**src/rtl/ntp_offset_delay_calc_macros.svh**
```systemverilog
// Assertion macros for the NTP offset and delay pipeline.
// Used by modules that check their own pipeline control; relies on clk and arst_n in scope.
`ifndef NTP_OFFSET_DELAY_CALC_MACROS_SVH
`define NTP_OFFSET_DELAY_CALC_MACROS_SVH

// Check a property on every clock edge outside reset.
`define NTP_ODC_CHECK(lbl, prop, msg) \
	lbl: assert property (@(posedge clk) disable iff (!arst_n) prop) else $error(msg);

// Check that one condition implies another on the next clock edge.
`define NTP_ODC_CHECK_NEXT(lbl, pre, post, msg) \
	lbl: assert property (@(posedge clk) disable iff (!arst_n) (pre) |=> (post)) else $error(msg);

`endif

```
**src/rtl/ntp_odc_pkg.sv**
```systemverilog
// Shared types and constants for the NTP offset and delay pipeline.
// No dependencies.
`default_nettype none

package ntp_odc_pkg;

	localparam logic [29:0]        NS_PER_SEC    = 30'd1000000000;
	localparam logic [29:0]        NS_LAST       = 30'd999999999;
	localparam logic signed [36:0] EPOCH_GAP_SEC = 37'sd2208988800;

	// Seconds and raw nanosecond parts of offset numerator and delay
	typedef struct packed {
		logic signed [36:0] so_sec;
		logic signed [36:0] sd_sec;
		logic signed [32:0] fo_ns;
		logic signed [32:0] fd_ns;
	} mid_t;

endpackage

`default_nettype wire

```
**src/rtl/ntp_offset_delay_calc.sv**
```systemverilog
// NTP clock offset and round-trip delay, four-stage pipeline.
// Data passes through stages 1 to 4 in order; an output stall holds the result in stage 4.
// Throughput: one item per cycle unless out_stall; stalls drop nothing, bubbles fill.
// Reset (arst_n low, asynchronous) clears all stage valid bits; payload is not reset.
// Stage 1 holds the three 32x30 fraction products, which set the critical path.
`default_nettype none

module ntp_offset_delay_calc import ntp_odc_pkg::*; (
	input  logic               clk,
	input  logic               arst_n,
	input  logic               in_valid,
	output logic               in_stall,
	input  logic [31:0]        t1_sec,
	input  logic [31:0]        t1_frac,
	input  logic [31:0]        t2_sec,
	input  logic [31:0]        t2_frac,
	input  logic [31:0]        t3_sec,
	input  logic [31:0]        t3_frac,
	input  logic [30:0]        t4_sec,
	input  logic [29:0]        t4_nsec,
	output logic               out_valid,
	input  logic               out_stall,
	output logic signed [32:0] ofs_sec,
	output logic [29:0]        ofs_ns,
	output logic signed [33:0] rtd_sec,
	output logic [29:0]        rtd_ns
);

	logic mid_valid, mid_stall;
	mid_t mid;

	ntp_odc_front u_front (
		.clk       (clk),
		.arst_n    (arst_n),
		.in_valid  (in_valid),
		.in_stall  (in_stall),
		.t1_sec    (t1_sec),
		.t1_frac   (t1_frac),
		.t2_sec    (t2_sec),
		.t2_frac   (t2_frac),
		.t3_sec    (t3_sec),
		.t3_frac   (t3_frac),
		.t4_sec    (t4_sec),
		.t4_nsec   (t4_nsec),
		.mid_valid (mid_valid),
		.mid_stall (mid_stall),
		.mid       (mid)
	);

	ntp_odc_back u_back (
		.clk       (clk),
		.arst_n    (arst_n),
		.in_valid  (mid_valid),
		.in_stall  (mid_stall),
		.mid       (mid),
		.out_valid (out_valid),
		.out_stall (out_stall),
		.ofs_sec   (ofs_sec),
		.ofs_ns    (ofs_ns),
		.rtd_sec   (rtd_sec),
		.rtd_ns    (rtd_ns)
	);

endmodule

`default_nettype wire

```
**src/rtl/ntp_odc_front.sv**
```systemverilog
// Front half of the pipeline: fraction to nanosecond products, seconds sums, ns sums.
// Depends on ntp_odc_pkg.
`default_nettype none

module ntp_odc_front import ntp_odc_pkg::*; (
	input  logic        clk,
	input  logic        arst_n,
	input  logic        in_valid,
	output logic        in_stall,
	input  logic [31:0] t1_sec,
	input  logic [31:0] t1_frac,
	input  logic [31:0] t2_sec,
	input  logic [31:0] t2_frac,
	input  logic [31:0] t3_sec,
	input  logic [31:0] t3_frac,
	input  logic [30:0] t4_sec,
	input  logic [29:0] t4_nsec,
	output logic        mid_valid,
	input  logic        mid_stall,
	output mid_t        mid
);

	logic v_s1, v_s2, en_s1, en_s2;
	logic [61:0] p1, p2, p3;
	logic [29:0] f1_s1, f2_s1, f3_s1, t4n_s1;
	logic signed [36:0] so_s1, sd_s1;
	logic signed [36:0] e1, e2, e3, e4;
	mid_t mid_s2;

	assign en_s2    = !v_s2 || !mid_stall;
	assign en_s1    = !v_s1 || en_s2;
	assign in_stall = !en_s1;

	assign p1 = 62'(t1_frac) * 62'(NS_PER_SEC);
	assign p2 = 62'(t2_frac) * 62'(NS_PER_SEC);
	assign p3 = 62'(t3_frac) * 62'(NS_PER_SEC);

	assign e1 = $signed({5'b0, t1_sec});
	assign e2 = $signed({5'b0, t2_sec});
	assign e3 = $signed({5'b0, t3_sec});
	assign e4 = $signed({6'b0, t4_sec});

	always_ff @(posedge clk or negedge arst_n) begin
		if (!arst_n) begin
			v_s1 <= 1'b0;
			v_s2 <= 1'b0;
		end else begin
			if (en_s1) v_s1 <= in_valid;
			if (en_s2) v_s2 <= v_s1;
		end
	end

	always_ff @(posedge clk) begin
		if (en_s1) begin
			f1_s1  <= p1[61:32];
			f2_s1  <= p2[61:32];
			f3_s1  <= p3[61:32];
			t4n_s1 <= t4_nsec;
			so_s1  <= e2 - e1 + e3 - EPOCH_GAP_SEC - e4;
			sd_s1  <= e4 - e1 + EPOCH_GAP_SEC - e3 + e2;
		end
	end

	always_ff @(posedge clk) begin
		if (en_s2) begin
			mid_s2.so_sec <= so_s1;
			mid_s2.sd_sec <= sd_s1;
			mid_s2.fo_ns  <= $signed({3'b0, f2_s1}) - $signed({3'b0, f1_s1})
				+ $signed({3'b0, f3_s1}) - $signed({3'b0, t4n_s1});
			mid_s2.fd_ns  <= $signed({3'b0, t4n_s1}) - $signed({3'b0, f1_s1})
				- $signed({3'b0, f3_s1}) + $signed({3'b0, f2_s1});
		end
	end

	assign mid_valid = v_s2;
	assign mid       = mid_s2;

endmodule

`default_nettype wire

```
**src/rtl/ntp_odc_back.sv**
```systemverilog
// Back half of the pipeline: fold nanoseconds into range, halve the offset toward zero.
// Depends on ntp_odc_pkg and the assertion macro header.
`default_nettype none

`include "ntp_offset_delay_calc_macros.svh"

module ntp_odc_back import ntp_odc_pkg::*; (
	input  logic               clk,
	input  logic               arst_n,
	input  logic               in_valid,
	output logic               in_stall,
	input  mid_t               mid,
	output logic               out_valid,
	input  logic               out_stall,
	output logic signed [32:0] ofs_sec,
	output logic [29:0]        ofs_ns,
	output logic signed [33:0] rtd_sec,
	output logic [29:0]        rtd_ns
);

	typedef struct packed {
		logic signed [2:0] carry;
		logic [29:0]       ns;
	} fold_t;

	localparam logic signed [32:0] NS1 = 33'sd1000000000;
	localparam logic signed [32:0] NS2 = 33'sd2000000000;
	localparam logic signed [32:0] NS3 = 33'sd3000000000;

	function automatic fold_t fold_ns(input logic signed [32:0] f);
		fold_t r;
		if (f >= NS2) begin
			r.carry = 3'sd2;
			r.ns    = 30'(f - NS2);
		end else if (f >= NS1) begin
			r.carry = 3'sd1;
			r.ns    = 30'(f - NS1);
		end else if (f >= 33'sd0) begin
			r.carry = 3'sd0;
			r.ns    = 30'(f);
		end else if (f >= -NS1) begin
			r.carry = -3'sd1;
			r.ns    = 30'(f + NS1);
		end else if (f >= -NS2) begin
			r.carry = -3'sd2;
			r.ns    = 30'(f + NS2);
		end else begin
			r.carry = -3'sd3;
			r.ns    = 30'(f + NS3);
		end
		return r;
	endfunction

	logic v_s3, v_s4, en_s3, en_s4;
	fold_t fo, fd;
	logic signed [36:0] so_s3;
	logic [29:0] ro_s3, rd_s3;
	logic signed [33:0] sd_s3;
	logic signed [36:0] half_sec;
	logic [30:0] ns_sum;
	logic [29:0] half_ns;
	logic fix;
	logic signed [36:0] off_sec_c;
	logic [29:0] off_ns_c;
	logic signed [32:0] ofs_sec_s4;
	logic [29:0] ofs_ns_s4, rtd_ns_s4;
	logic signed [33:0] rtd_sec_s4;

	assign en_s4    = !v_s4 || !out_stall;
	assign en_s3    = !v_s3 || en_s4;
	assign in_stall = !en_s3;

	assign fo = fold_ns(mid.fo_ns);
	assign fd = fold_ns(mid.fd_ns);

	// Floor halving, then step toward zero for a negative odd numerator
	always_comb begin
		half_sec = so_s3 >>> 1;
		ns_sum   = {1'b0, ro_s3} + (so_s3[0] ? {1'b0, NS_PER_SEC} : 31'd0);
		half_ns  = ns_sum[30:1];
		fix      = so_s3[36] & ro_s3[0];
		off_sec_c = half_sec;
		off_ns_c  = half_ns;
		if (fix) begin
			if (half_ns == NS_LAST) begin
				off_sec_c = half_sec + 37'sd1;
				off_ns_c  = 30'd0;
			end else begin
				off_ns_c = half_ns + 30'd1;
			end
		end
	end

	always_ff @(posedge clk or negedge arst_n) begin
		if (!arst_n) begin
			v_s3 <= 1'b0;
			v_s4 <= 1'b0;
		end else begin
			if (en_s3) v_s3 <= in_valid;
			if (en_s4) v_s4 <= v_s3;
		end
	end

	always_ff @(posedge clk) begin
		if (en_s3) begin
			so_s3 <= mid.so_sec + {{34{fo.carry[2]}}, fo.carry};
			ro_s3 <= fo.ns;
			sd_s3 <= 34'(mid.sd_sec + {{34{fd.carry[2]}}, fd.carry});
			rd_s3 <= fd.ns;
		end
	end

	always_ff @(posedge clk) begin
		if (en_s4) begin
			ofs_sec_s4 <= off_sec_c[32:0];
			ofs_ns_s4  <= off_ns_c;
			rtd_sec_s4 <= sd_s3;
			rtd_ns_s4  <= rd_s3;
		end
	end

	assign out_valid = v_s4;
	assign ofs_sec   = ofs_sec_s4;
	assign ofs_ns    = ofs_ns_s4;
	assign rtd_sec   = rtd_sec_s4;
	assign rtd_ns    = rtd_ns_s4;

	`NTP_ODC_CHECK(a_off_ns_range, out_valid |-> (ofs_ns <= NS_LAST), "offset ns out of range")
	`NTP_ODC_CHECK(a_dly_ns_range, out_valid |-> (rtd_ns <= NS_LAST), "delay ns out of range")
	`NTP_ODC_CHECK(a_stall_full, in_stall |-> (v_s3 && v_s4 && out_stall), "stall with room free")
	`NTP_ODC_CHECK_NEXT(a_drain, v_s4 && !out_stall && !v_s3, !out_valid, "result repeated")

endmodule

`default_nettype wire

```
**config.mk**
```make
export PLATFORM = sky130hd
export DESIGN_NAME = ntp_offset_delay_calc
export DESIGN_NICKNAME = d
export VERILOG_FILES = /design/src/rtl/ntp_odc_pkg.sv /design/src/rtl/ntp_offset_delay_calc.sv /design/src/rtl/ntp_odc_front.sv /design/src/rtl/ntp_odc_back.sv
export VERILOG_INCLUDE_DIRS = /design/src /design/src/rtl
export SDC_FILE = /design/constraint.sdc
export NUM_CORES = 2
export LEC_CHECK = 0
export BUFFER_PORTS_ARGS = -buffer_cell sky130_fd_sc_hd__buf_2
export CAP_MARGIN = 20
export CORE_MARGIN = 1.5
export CORE_UTILIZATION = 35
export CTS_CLUSTER_SIZE = 30
export DETAILED_ROUTE_END_ITERATION = 16
export SYNTH_ARGS = -nofsm -noshare
export SYNTH_HDL_FRONTEND = slang
export SYNTH_SLANG_ARGS = --single-unit
```
**constraint.sdc**
```tcl
create_clock -name clk -period 18.4 [get_ports clk]
set_clock_uncertainty 0.15 [all_clocks]
set_input_delay 0.92 -clock clk [delete_from_list [all_inputs] [get_ports clk]]
set_output_delay 0.92 -clock clk [all_outputs]
set_load 0.05 [all_outputs]
```
==> run_results.csv <==
group,metric,value,unit
status,status,"finished clean",
worst_setup_path,crit_buf_inv,3,
sta,period_minus_slack,9.08,ns
clocking,cts_tree,"done",
yosys,synth.distinct_cells,80,
routing,vias,56026,
final_layout,nFillCells,22487,
final_layout,finalNonFillerCells,11304,
final_layout,drive_gt1_frac,0.0702,
final_layout,final_common_cell,"inv_1",
clocking,cts_buffers,73,
yosys,synth.area.top_cells,"fa_1 26%, edfxtp_1 22%, ha_1 19%",
clocking,clock-sinks,588,
worst_setup_path,cp_slowest_cell,"a221oi_1",
worst_setup_path,crit_path_frequent_cell,"fa_1",
yosys,synth_fp_nets,10373,
sta,fmax,110,MHz
yosys,ys_seq_elements,588,
routing,drc,0,
global_route,grt_pass1_wl,333000,um
floorplan,rows,175,
worst_setup_path,path_class,"input port to flip-flop",
clocking,h-tree-depth,3,
place,dp_hpwl,185000,um
yosys,yosysWarnings,0,
flow_run,timing.max_cap.violations,0,
sta,slew_headroom,0.283,
worst_hold_path,hp-start,"u_front.so_s1[5]",
clocking,path_clk_slew,0.05,ns
worst_setup_path,cp-start-kind,"input port",
worst_setup_path,path_delay_family,"adder cells",
final_layout,areaGrowthSynthToFinish,9.98,%
worst_setup_path,critical_path.max_stage_delay,0.64,ns
sta,setup_tns,0,ns
global_route,grt_use_total,0.185,
yosys,synth.avg_cell_area,10.2,um^2
worst_hold_path,hold_path.class,"flip-flop to flip-flop",
clocking,post-cts-setup-buffers,0,
yosys,netlist.top_cell.by_area,"fa_1",
clocking,cts_root_buf,"clkbuf_16",
floorplan,core_area,228000,um^2
clocking,hold_buffers,1,
final_layout,ff_latch_area,17600,um^2
yosys,synthFlopType,"edfxtp_1",
yosys,yosysSeqAreaShare,0.220,
global_route,antenna_found_initial,27,
sta,worst_pin_slew,1.07,ns
final_layout,multiInputGateArea,55500,um^2
routing,viasPerCell,4.96,
worst_setup_path,endpoint_kind,"flip-flop",
sta,hold_violations,0,
routing,wirelength,215000,um
global_route,grt_overflow_total,0,
final_layout,layout_common_cells,"1829 x inv_1, 1211 x ha_1, 1062 x fa_1, 584 x edfxtp_1, 422 x a21oi_1",
floorplan,die_area,232000,um^2
floorplan,pin_count,386,
sta,rsz0062_at_grt,"no",
clocking,insertion_delay,0.65,ns
place,place_congestion,0.913,
clocking,cts_resized,0,
place,placed_cells,11168,
floorplan,die_y,482,um
global_route,grt_pass1_vias,57960,
global_route,grt_max_degree,74,
routing,drtIter0Drc,3390,
floorplan,die_x,482,um
yosys,netlist_area,80300,um^2
routing,first_pass_iters,6,
sta,setup_viol,0,
final_layout,utilization,0.388,
worst_setup_path,crit_required,18.63,ns
place,port_buffers,385,
worst_setup_path,startpoint,"t3_frac[2]",
final_layout,layout.nets,10766,
floorplan,initial_core_util,0.353,
worst_setup_path,path_max_fanout,8,
worst_setup_path,r2r_start,"u_front.mid[10]",
yosys,synth_cells,7843,
yosys,synth.top_cell.area_share,0.265,
yosys,synthArstFlopShare,0.00680,
routing,antenna_left,0,
worst_setup_path,critPathArrivalTime,9.32,ns
sta,whs,0.265,ns
worst_setup_path,crit_chain,"buf_2, inv_1, fa_1, fa_1, fa_1, fa_1, fa_1, fa_1, inv_1, fa_1, ha_1, a211oi_1, o21ai_0, a2111oi_0, o21ai_0, a221oi_1, a21oi_1, a211oi_1, o31ai_1, a31oi_1, o221ai_1, a21oi_1, xnor2_1",
sta,fin_crit_sh,0.494,
yosys,synth_edf_count,584,
routing,wl_per_cell,19.0,um
clocking,cts_buffer_depth,3,
sta,drv_slew,0,
metal layers:
layer | part of all wire | GRT usage | routed length, um | vias up
met5 | 0.00091 | 0 | 196 | -
met4 | 0.024 | 0.0455 | 5070 | 28
met3 | 0.042 | 0.0187 | 8980 | 227
met2 | 0.46 | 0.298 | 98400 | 1226
met1 | 0.48 | 0.266 | 103000 | 27668
li1 | - | - | - | 26877
logic make-up (layout without fill, tap and decap cells):
kind of cell	Yosys count	in the layout	share of synthesized area
muxes	3	3	0.000389
AOI/OAI and AO/OA	1425	1425	0.115
buffers and inverters	1931	2377	0.0903
other	0	6	0
adders and majority gates	2273	2273	0.453
xor gates and xnor gates	487	487	0.0531
DFF	588	588	0.220
and+or+nand+nor	1136	1136	0.0686
worst reg2reg max path, stage by stage, from the launching register on:
cell and delay, ns:
edfxtp_1 0.57, ha_1 0.33, o211a_1 0.24, o31a_1 0.25, o21ai_0 0.36, a21oi_1 0.21
or4_1 0.48, o21a_1 0.52, nor2_1 0.96, a21oi_1 0.36, ha_1 0.35, fa_1 0.40
a21o_1 0.19, a21oi_1 0.29, o21a_1 0.20, o41a_1 0.26, o21ai_0 0.28, a2111o_1 0.52
nand2_1 0.14, o31a_1 0.22, a21o_1 0.16, o21ai_0 0.08, a21oi_1 0.18, xnor2_1 0.08
cells in the mapped netlist (48+ instances only):
master / number
nand2b_1: 70
nor2_1: 334
xnor2_1: 342
edfxtp_1: 584
ha_1: 1211
nand2_1: 259
nor3_1: 84
a31oi_1: 52
fa_1: 1062
o21a_1: 53
o21ai_0: 257
clkbuf_1: 91
inv_1: 1830
a21o_1: 224
and3_1: 48
o21bai_1: 69
nand4_1: 55
xor2_1: 145
nor2b_1: 59
a21oi_1: 423
nand3_1: 102
flip-flops by register name, indices dropped and copies added, names as in the netlist, 30 cells and up:
| signal | flops |
|---|---|
| u_front.mid | 137 |
| u_back.ro_s3 | 30 |
| u_back.ofs_ns | 30 |
| u_back.sd_s3 | 34 |
| u_back.rtd_sec | 34 |
| u_front.f3_s1 | 30 |
| u_front.f1_s1 | 30 |
| u_front.f2_s1 | 30 |
| u_back.ofs_sec | 33 |
| u_back.rtd_ns | 30 |
| u_back.so_s3 | 35 |
| u_front.t4n_s1 | 30 |
| u_front.so_s1 | 37 |
| u_back.rd_s3 | 30 |
| u_front.sd_s1 | 34 |
worst paths after layout:
| path | endpoint | slack, ns | depth (start not counted) |
|---|---|---|---|
| setup reg to reg | u_back.sd_s3[32] | 10.36 | 23 |
| min in group asynchronous | u_back.out_valid | 0.48 | 2 |
| hold reg to reg | u_front.mid[108] | 0.26 | 0 |
| setup / recovery | u_front.f3_s1[29] | 9.32 | 23 |
| hold / removal | u_front.mid[108] | 0.26 | 0 |
| max in group asynchronous | u_front.mid_valid | 17.48 | 2 |
stage by stage:
step	area, um^2	worst slack, ns
6_report	88300	9.32
5_1_grt	88300	8.90
4_1_cts	88300	9.41
3_5_place_dp	85900	8.75
3_3_place_gp	85900	8.85
2_1_floorplan	80300	9.57
area by class of cell:
cell class / count / share of cell area
multi-input cells: 5324 / 0.628
flip-flops and latches: 588 / 0.200
clock buffers: 86 / 0.0222
diodes: 6 / 0.000170
inverters: 1832 / 0.0779
well taps: 3009 / 0.0426
clock inverters: 42 / 0.00486
repair buffers: 417 / 0.0247
Power is not shown: default switching activity piles up to over one toggle a cycle in this logic, so the estimate is an artifact.
